**src/design/rhc_pkg.sv**
```systemverilog
package rhc_pkg;

	localparam int CHAN_W = 8;
	localparam int QUO_W  = 16;
	localparam int SAT_W  = 8;
	localparam int REM_W  = 11;

	typedef struct packed {
		logic [CHAN_W-1:0] red;
		logic [CHAN_W-1:0] green;
		logic [CHAN_W-1:0] blue;
		logic [CHAN_W-1:0] mx;
		logic [CHAN_W-1:0] mn;
	} pix_sort_t;

	typedef struct packed {
		logic [SAT_W-1:0] sat_rem;
		logic [SAT_W-1:0] sat_den;
		logic [QUO_W-1:0] sat_num;
		logic [QUO_W-1:0] sat_quo;
		logic [REM_W-1:0] hue_rem;
		logic [REM_W-1:0] hue_div;
		logic [QUO_W-1:0] hue_quo;
		logic [QUO_W-1:0] light;
	} div_work_t;

	// One restoring division step: the MSB of the result is the quotient bit.
	function automatic logic [REM_W:0] div_step(input logic [REM_W-1:0] rem,
		input logic [REM_W-1:0] div, input logic nbit);
		logic [REM_W:0] trial;
		logic [REM_W:0] diff;
		trial = {rem, nbit};
		diff  = trial - {1'b0, div};
		if (trial >= {1'b0, div}) begin
			return {1'b1, diff[REM_W-1:0]};
		end
		return {1'b0, trial[REM_W-1:0]};
	endfunction

endpackage

```
**src/design/rgb_to_hsl_convert_unit.sv**
```systemverilog
// Channel | Valid / Ready          | Fields
// pixel   | pix_valid / pix_ready  | red, green, blue (8 bits each)
// HSL     | hsl_valid / hsl_ready  | hue, saturation, lightness (16 bits each)
//
// One pixel is accepted per cycle unless a stall at the HSL output backs up the pipeline.
// Two sort and prepare stages feed a chain of restoring division stages that
// produce the saturation and hue quotients side by side.
// Reset clears only the valid bits of each stage.
// A stage holds its transaction only while the next stage is full and stalled,
// so bubbles close up and input is taken while a result waits at the output.
module rgb_to_hsl_convert_unit
	import rhc_pkg::*;
#(
	parameter int STEPS_PER_STAGE = 2
) (
	input  logic              clk,
	input  logic              arst_n,
	input  logic              pix_valid,
	output logic              pix_ready,
	input  logic [CHAN_W-1:0] red,
	input  logic [CHAN_W-1:0] green,
	input  logic [CHAN_W-1:0] blue,
	output logic              hsl_valid,
	input  logic              hsl_ready,
	output logic [QUO_W-1:0]  hue,
	output logic [QUO_W-1:0]  saturation,
	output logic [QUO_W-1:0]  lightness
);

	localparam int NUM_DIV = QUO_W / STEPS_PER_STAGE;

	pix_sort_t sort_c;
	pix_sort_t pix_s1;
	logic      valid_s1;
	logic      ready_s1;

	div_work_t prep_c;
	div_work_t work_s2;
	logic      valid_s2;

	logic      chain_valid [NUM_DIV+1];
	logic      chain_ready [NUM_DIV+1];
	div_work_t chain_data  [NUM_DIV+1];

	always_comb begin : sort
		logic [CHAN_W-1:0] hi_rg;
		logic [CHAN_W-1:0] lo_rg;
		hi_rg = (red > green) ? red : green;
		lo_rg = (red < green) ? red : green;
		sort_c.red   = red;
		sort_c.green = green;
		sort_c.blue  = blue;
		sort_c.mx    = (hi_rg > blue) ? hi_rg : blue;
		sort_c.mn    = (lo_rg < blue) ? lo_rg : blue;
	end

	assign pix_ready = !valid_s1 || ready_s1;

	always_ff @(posedge clk or negedge arst_n) begin
		if (!arst_n) begin
			valid_s1 <= 1'b0;
		end else if (pix_ready) begin
			valid_s1 <= pix_valid;
		end
	end

	always_ff @(posedge clk) begin
		if (pix_valid && pix_ready) begin
			pix_s1 <= sort_c;
		end
	end

	always_comb begin : prep
		logic [CHAN_W-1:0] d;
		logic [CHAN_W:0]   sum;
		logic [CHAN_W:0]   den;
		logic [REM_W-1:0]  d_x;
		logic [REM_W-1:0]  d6;
		logic [REM_W-1:0]  hn;
		logic [23:0]       num;
		logic [16:0]       light_x;
		d       = pix_s1.mx - pix_s1.mn;
		sum     = {1'b0, pix_s1.mx} + {1'b0, pix_s1.mn};
		den     = (sum <= 9'd255) ? sum : (9'd510 - sum);
		d_x     = {3'b000, d};
		d6      = (d_x << 2) + (d_x << 1);
		num     = {d, 16'h0000} - {16'h0000, d};
		light_x = {sum, 8'h00} + {8'h00, sum};
		if (pix_s1.red == pix_s1.mx) begin
			hn = (pix_s1.green == pix_s1.mn) ?
				(d6 - d_x) + {3'b000, pix_s1.mx - pix_s1.blue} :
				d_x - {3'b000, pix_s1.mx - pix_s1.green};
		end else if (pix_s1.green == pix_s1.mx) begin
			hn = (pix_s1.blue == pix_s1.mn) ?
				d_x + {3'b000, pix_s1.mx - pix_s1.red} :
				(d_x + (d_x << 1)) - {3'b000, pix_s1.mx - pix_s1.blue};
		end else begin
			hn = (pix_s1.red == pix_s1.mn) ?
				(d_x + (d_x << 1)) + {3'b000, pix_s1.mx - pix_s1.green} :
				(d6 - d_x) - {3'b000, pix_s1.mx - pix_s1.red};
		end
		if (hn >= d6) begin
			hn = '0;
		end
		prep_c.sat_quo = '0;
		prep_c.hue_quo = '0;
		prep_c.light   = light_x[16:1];
		// A grey pixel divides zero by one, so both quotients come out zero.
		if (d == '0) begin
			prep_c.sat_rem = '0;
			prep_c.sat_den = SAT_W'(1);
			prep_c.sat_num = '0;
			prep_c.hue_rem = '0;
			prep_c.hue_div = REM_W'(1);
		end else begin
			prep_c.sat_rem = num[23:16];
			prep_c.sat_den = den[SAT_W-1:0];
			prep_c.sat_num = num[15:0];
			prep_c.hue_rem = hn;
			prep_c.hue_div = d6;
		end
	end

	assign ready_s1 = !valid_s2 || chain_ready[0];

	always_ff @(posedge clk or negedge arst_n) begin
		if (!arst_n) begin
			valid_s2 <= 1'b0;
		end else if (ready_s1) begin
			valid_s2 <= valid_s1;
		end
	end

	always_ff @(posedge clk) begin
		if (valid_s1 && ready_s1) begin
			work_s2 <= prep_c;
		end
	end

	assign chain_valid[0] = valid_s2;
	assign chain_data[0]  = work_s2;

	for (genvar k = 0; k < NUM_DIV; k++) begin : g_div
		rhc_div_stage #(
			.STEPS(STEPS_PER_STAGE)
		) u_stage (
			.clk      (clk),
			.arst_n   (arst_n),
			.in_valid (chain_valid[k]),
			.in_ready (chain_ready[k]),
			.in_data  (chain_data[k]),
			.out_valid(chain_valid[k+1]),
			.out_ready(chain_ready[k+1]),
			.out_data (chain_data[k+1])
		);
	end

	assign chain_ready[NUM_DIV] = hsl_ready;
	assign hsl_valid  = chain_valid[NUM_DIV];
	assign hue        = chain_data[NUM_DIV].hue_quo;
	assign saturation = chain_data[NUM_DIV].sat_quo;
	assign lightness  = chain_data[NUM_DIV].light;

	a_sort_order: assert property (@(posedge clk) disable iff (!arst_n)
		valid_s1 |-> (pix_s1.mx >= pix_s1.mn) &&
			((pix_s1.mx == pix_s1.red) || (pix_s1.mx == pix_s1.green) ||
			(pix_s1.mx == pix_s1.blue)))
		else $error("sorted extremes inconsistent with the pixel");

	a_s1_holds: assert property (@(posedge clk) disable iff (!arst_n)
		valid_s1 && !ready_s1 |=> valid_s1 && $stable(pix_s1))
		else $error("first stage lost a stalled transaction");

	a_divisors_nonzero: assert property (@(posedge clk) disable iff (!arst_n)
		valid_s2 |-> (work_s2.sat_den != '0) && (work_s2.hue_div != '0))
		else $error("zero divisor entered the division chain");

	a_grey_hue_zero: assert property (@(posedge clk) disable iff (!arst_n)
		hsl_valid && (saturation == '0) |-> (hue == '0))
		else $error("zero saturation with nonzero hue");

endmodule

```
**src/design/rhc_div_stage.sv**
```systemverilog
module rhc_div_stage
	import rhc_pkg::*;
#(
	parameter int STEPS = 2
) (
	input  logic      clk,
	input  logic      arst_n,
	input  logic      in_valid,
	output logic      in_ready,
	input  div_work_t in_data,
	output logic      out_valid,
	input  logic      out_ready,
	output div_work_t out_data
);

	localparam int PAD_W = REM_W - SAT_W;

	div_work_t nxt;
	logic      valid_q;
	div_work_t data_q;

	always_comb begin : steps
		logic [REM_W:0] sr;
		logic [REM_W:0] hr;
		nxt = in_data;
		for (int i = 0; i < STEPS; i++) begin
			sr = div_step({{PAD_W{1'b0}}, nxt.sat_rem}, {{PAD_W{1'b0}}, nxt.sat_den},
				nxt.sat_num[QUO_W-1]);
			nxt.sat_rem = sr[SAT_W-1:0];
			nxt.sat_quo = {nxt.sat_quo[QUO_W-2:0], sr[REM_W]};
			nxt.sat_num = {nxt.sat_num[QUO_W-2:0], 1'b0};
			hr = div_step(nxt.hue_rem, nxt.hue_div, 1'b0);
			nxt.hue_rem = hr[REM_W-1:0];
			nxt.hue_quo = {nxt.hue_quo[QUO_W-2:0], hr[REM_W]};
		end
	end

	assign in_ready = !valid_q || out_ready;

	always_ff @(posedge clk or negedge arst_n) begin
		if (!arst_n) begin
			valid_q <= 1'b0;
		end else if (in_ready) begin
			valid_q <= in_valid;
		end
	end

	always_ff @(posedge clk) begin
		if (in_valid && in_ready) begin
			data_q <= nxt;
		end
	end

	assign out_valid = valid_q;
	assign out_data  = data_q;

	a_rem_below_divisor: assert property (@(posedge clk) disable iff (!arst_n)
		valid_q |-> (data_q.sat_rem < data_q.sat_den) && (data_q.hue_rem < data_q.hue_div))
		else $error("partial remainder not below its divisor");

endmodule
```
**config.mk**
```make
export PLATFORM = sky130hd
export DESIGN_NAME = rgb_to_hsl_convert_unit
export DESIGN_NICKNAME = d
export VERILOG_FILES = /design/src/design/rhc_pkg.sv /design/src/design/rgb_to_hsl_convert_unit.sv /design/src/design/rhc_div_stage.sv
export SDC_FILE = /design/constraint.sdc
export NUM_CORES = 1
export LEC_CHECK = 0
export BUFFER_PORTS_ARGS = -buffer_cell sky130_fd_sc_hd__buf_2
export CORE_AREA = 2 2 384 386
export CTS_CLUSTER_SIZE = 10
export DETAILED_ROUTE_END_ITERATION = 8
export DIE_AREA = 0 0 386 388
export HOLD_SLACK_MARGIN = 0.08
export PLACE_DENSITY_LB_ADDON = 0.25
export REMOVE_ABC_BUFFERS = 1
export SLEW_MARGIN = 20
export SYNTH_ARGS = -nofsm -noshare
export SYNTH_HDL_FRONTEND = slang
export SYNTH_SLANG_ARGS = --single-unit
```
**constraint.sdc**
```tcl
create_clock -name clk -period 6.4 [get_ports clk]
set_input_delay 0.96 -clock clk [delete_from_list [all_inputs] [get_ports clk]]
set_output_delay 0.96 -clock clk [all_outputs]
set_load 0.005 [all_outputs]
```
# [Word-level counts from Yosys, hierarchy flattened]
# Cells that the tools add are included.
[word_totals] out_inout_bits=50 wordCells=345 input_bits=28 register_bits=714
[op_classes] reduce_logical=32 order_cmp=38 add_sub_neg=49 muxes=104 eq_ne=5
[ops] op="2-to-1 mux 12 bit" n=32
[ops] op="2-to-1 mux 11 bit" n=20
[ops] op="greater-or-equal comparator 12 x 11 -> 1 bit" n=16
[ops] op="subtractor 11 bit" n=16
[ops] op="2-to-1 mux 8 bit" n=20
[ops] op="subtractor 9 x 8 -> 10 bit" n=16
[ops] op="greater-or-equal comparator 9 x 8 -> 1 bit" n=16
[ops] op="== test 8 bit" n=5
[ops] op="subtractor 11 x 8 -> 11 bit" n=3
[ops] op="2-to-1 mux 1 bit" n=32
[ops] op="subtractor 8 bit" n=4
[ops] op="subtractor 24 x 8 -> 24 bit" n=1
[ops] op="adder 8 x 8 -> 9 bit" n=2
[ops] op="adder 17 x 9 -> 17 bit" n=1
[ops] op="> comparator 8 bit" n=2
[ops] op="< comparator 8 bit" n=2
[ops] op="adder 10 x 8 -> 11 bit" n=1
[ops] op="adder 10 x 9 -> 11 bit" n=1
[ops] op="adder 11 x 8 -> 11 bit" n=1
[ops] op="greater-or-equal comparator 11 bit" n=1
[ops] op="adder 8 x 9 -> 10 bit" n=1
[ops] op="logical AND 1 bit" n=10
[ops] op="zero test 1 bit" n=10
[ops] op="logical OR 1 bit" n=10
[ops] op="other kinds (5)" n=5

# [Logic depth before layout (Yosys ltp)]
[depth] ltp_word=12 mapped_depth=33 depth_no_buf=33

# [Modules after synthesis]
# Synthesis repeated with hierarchy kept, for this count alone.
[unflattened] hier_cells=4145 hier_area_um2=52048.7
[by_module_without_submodules] mod="rhc_div_stage (g_div[1].u_stage ...)" cells_each=382 area_each_um2=5221.3 seq_area_each_um2=3027.9 n_inst=7
[by_module_without_submodules] mod="rgb_to_hsl_convert_unit" cells_each=1089 area_each_um2=10283.6 seq_area_each_um2=3263.1 n_inst=1
[by_module_without_submodules] mod="rhc_div_stage (g_div[0].u_stage)" cells_each=382 area_each_um2=5216.3 seq_area_each_um2=3027.9 n_inst=1

# [Worst setup path after synthesis]
# No wires, ideal clock.
[synth_timing] path_kind="register to register" start="register pix_s1[8] in the netlist's numbering" end="register work_s2 (netlist bit chain_data[868]) (data pin)" synth_period_minus_slack_ns=7.041 path_buffers=0 stages_incl_launch_ff=30 required_ns=6.138 slack_ns=-0.641 arrival_ns=6.779 setup_time_ns=0.262 path_cell_list="edfxtp_1 inv_1 ha_1 inv_1 fa_1 xnor2_1 inv_1 ha_1 xor2_1 inv_1 ha_1 a21o_1 a31o_2 maj3_1 xor2_1 ha_1 or2_2 a21oi_1 nor2_1 o21ai_0 o2111a_4 mux2i_1 a211o_1 o211a_1 ha_1 and4_1 nand4_1 o211ai_2 a31oi_1 nor3b_1"
[synth_between] elab_chain_len=9 elab_cells_between_ends=23 classes_between="13 x add/sub; 1 x order compare; 2 x eq/ne; 5 x mux; 2 x reduce/logical"
[synth_rtl] element="start: declaration" line_no="rgb_to_hsl_convert_unit.sv:33" rtl="pix_sort_t pix_s1;"
[synth_rtl] element="start signal: assignment" line_no="rgb_to_hsl_convert_unit.sv:69" rtl="pix_s1 <= sort_c;"
[synth_rtl] element="subtractor 8 bit (*)" line_no="rgb_to_hsl_convert_unit.sv:82" rtl="d = pix_s1.mx - pix_s1.mn;"
[synth_rtl] element="adder 10 x 9 -> 11 bit (*)" line_no="rgb_to_hsl_convert_unit.sv:86" rtl="d6 = (d_x << 2) + (d_x << 1);"
[synth_rtl] element="via prep.d6[4]" line_no="rgb_to_hsl_convert_unit.sv:78" rtl="logic [REM_W-1:0] d6;"
[synth_rtl] element="subtractor 11 x 8 -> 11 bit" line_no="rgb_to_hsl_convert_unit.sv:91, rgb_to_hsl_convert_unit.sv:100"
[synth_rtl] element="subtractor 11 x 8 -> 11 bit" line_no="rgb_to_hsl_convert_unit.sv:100" rtl="(d6 - d_x) - {3'b000, pix_s1.mx - pix_s1.red};"
[synth_rtl] element="2-to-1 mux 11 bit" line_no="rgb_to_hsl_convert_unit.sv:98" rtl="hn = (pix_s1.red == pix_s1.mn) ?"
[synth_rtl] element="2-to-1 mux 11 bit" line_no="rgb_to_hsl_convert_unit.sv:93" rtl="end else if (pix_s1.green == pix_s1.mx) begin"
[synth_rtl] element="2-to-1 mux 11 bit" line_no="rgb_to_hsl_convert_unit.sv:89" rtl="if (pix_s1.red == pix_s1.mx) begin"
[synth_rtl] element="greater-or-equal comparator 11 bit" line_no="rgb_to_hsl_convert_unit.sv:102" rtl="if (hn >= d6) begin"
[synth_rtl] element="OR reduction 2 bit (no line)"
[synth_rtl] element="end signal: assignment" line_no="rgb_to_hsl_convert_unit.sv:136" rtl="work_s2 <= prep_c;"
[synth_rtl] element="end: declaration" line_no="rgb_to_hsl_convert_unit.sv:38" rtl="div_work_t work_s2;"
# Mark *: on every way through the listed nets, which the timed path passes. The rest lies on a longest branch.
# A chain may end at the register's enable or synchronous reset.

# [Worst setup path in the final report]
# Ends and elaborated chain as after synthesis.

==> run summary <==
status: finished clean
Core ar.: 0.145 mm²
# rows: 140
clock sink count: 696
CTS Hold Bufs: 0
Avg Inst Size Synth: 11.3 µm²
area grow syn2layout: 15.1%
via count: 28500
CP endpoint kind: flip-flop
Tcrit/Tclk final: 98.0%
fillcell total: 14400
NumNets Final: 4605
layout cells sized above 1: 15.5%
Ys Warns: 0
CTS tree: done
Max Root-Sink Buffers: 3
Yosys cell types: 100
die area: 0.150 mm²
CTS clk-pin slew, worst paths: 60 ps
design area: 0.0500 mm²
register area: 0.0209 mm²
class of the worst hold path: in -> async
endpoints failing setup: 0
Post-Route WL: 98.9 mm
post-synthesis cell count: 3853
max-cap viol count: 0
Final Max Slew Viols: 0
most frequent cells in the layout: 686 x edfxtp_1, 424 x inv_1, 421 x ha_1
ys async rst share: 1.44%
Least-Margin Pin Slew: 908 ps
post-synthesis register bit count: 696
multi-input logic area: 0.0209 mm²
first-pass GRT wire length: 157 mm
# H-tree levels: 3
I/O pin count: 78
skew final: 37.0 ps
detailed placement HPWL: 77.7 mm
initial core utilization: 29.9%
Post-synth EDFFs: 686
gpl congestion: 0.873
largest net degree at the start of global routing: 75
Setup CP Type: reg -> reg
clock root buffer: clkbuf_16
sequential share of the synthesized area: 48.0%
slew margin rel.: 39.5%
number of global-route vias before repair: 29200
commonest non-fill, non-tap cell in the layout: edfxtp_1
antenna violations before repair: 0
maximum clock frequency: 160 MHz
minimum clock period after layout: 6270 ps
Max Fanout on Critical Path: 5
Arr. time, crit path: 6670 ps
GRT Util Overall: 13.2%
Crit path required time: 6800 ps
slowest stage delay, CP: 570 ps
Vias/cell: 4.71
Cell Area, Placed: 0.0469 mm²
Inserted Diodes: 0
RSZ-0062 raised after global routing: true
DR pass1 iterations: 5
total CTS buffers: 84
most frequent CP cell: ha_4
Post-Layout Cell Count: 6056
Remaining Overflow, GRT: 0
IO buf count: 77
Final ANT Viol Nets: 0
Die Y: 388 µm
WL per Instance: 16.3 µm
leading register cell type out of synthesis: edfxtp_1
Die W: 386 µm
DRC Markers: 0
dpl cells: 5916
DR iter-0 viols: 1351
startpoint types: flip-flop
CP max-delay cell: fa_2
Finished Core Util: 34.4%
worst skew pair latency: 670 ps
Fin. Hold Viols: 0
mapped cell area: 0.0434 mm²
-- layout make-up --
class	instances	share of cell area (%)
tap	1917	4.80
multi-input combinational	2630	41.8
timing repair buffer	259	3.57
inverter	434	3.27
clock buffer	98	4.37
clock inverter	22	0.458
sequential	696	41.7
-- synth_stat cells (all sizes together), types with 53 or more instances --
cell	n	area share, %
a21o	107	1.9
a21oi	217	2.7
buf	67	1.1
edfxtp	686	47
ha	437	13
inv	433	3.7
mux2	135	3.5
nand2	255	2.2
nand4	57	0.82
nor2	211	1.8
nor2b	59	0.85
nor3	53	0.61
o21ai	218	2.5
xnor2	160	3.3
xor2	114	2.3
-- state kept, by name, summed over array words and instances, names as in the netlist --
signal,cells
g_div.u_stage.out_data,579
g_div.u_stage.out_valid,8
valid_s1,1
pix_s1,40
chain_data,67
valid_s2,1
-- stage by stage --
| step | setup WS (ps) | TNS (ps) | hold WS [ps] |
|---|---|---|---|
| 2_1_floorplan | -642 | -5500 | 400 |
| 3_3_place_gp | -228 | -1980 | 401 |
| 3_5_place_dp | -362 | -2800 | 405 |
| 4_1_cts | 12.8 | 0 | 100 |
| 5_1_grt | -139 | -608 | 127 |
| 6_report | 130 | 0 | 164 |
-- repair_timing --
action,in CTS,in global routing
setup endpoints to repair,10,10
pin swaps,44,38
gates cloned,0,0
resized for setup,51,44
setup buffers,13,7
hold endpoints to repair,0,0
-- final timing paths --
kind,cells after the start,slack (ps),from,end
setup / recovery,30,130,pix_s1[8],chain_data[868]
hold / removal,1,160,arst_n,g_div[2].u_stage.out_valid
setup reg to reg,30,130,pix_s1[8],chain_data[868]
hold reg to reg,0,400,g_div[6].u_stage.out_data[22],g_div[7].u_stage.out_data[24]
max in group asynchronous,1,6030,arst_n,g_div[6].u_stage.out_valid
min in group clk,0,400,g_div[6].u_stage.out_data[22],g_div[7].u_stage.out_data[24]
-- critical path: cells and delay by family (launching register included) --
family                   cells  cell delay [ps]
AO/OA/AOI/OAI                9             1680
XOR/XNOR                     3              520
adder cells (fa/ha/maj)      7             2190
buffers and inverters        6              520
flip-flops                   1              390
AND/OR/NAND/NOR              5              700
-- cell families after synthesis --
| group | Yosys count | share of synthesized area, % |
|---|---|---|
| xor gates and xnor gates | 275 | 5.70 |
| muxes | 168 | 4.26 |
| AOI/OAI and AO/OA | 874 | 13.5 |
| buffers and inverters | 527 | 5.05 |
| and+or+nand+nor | 838 | 9.25 |
| adders and majority gates | 475 | 14.3 |
| DFF | 696 | 48.0 |
-- routing by layer --
layer / GRT usage (%) / up-vias / routed length (µm)
met3: 2.20 / 149 / 3520
met4: 4.20 / 0 / 3010
met5: 0 / - / 0
met2: 23.3 / 402 / 48900
met1: 16.4 / 13600 / 43500
li1: - / 14400 / -
Power is left out: the tool's default activity adds up to more than one toggle a clock period on the data nets, which glitch-free logic cannot reach.
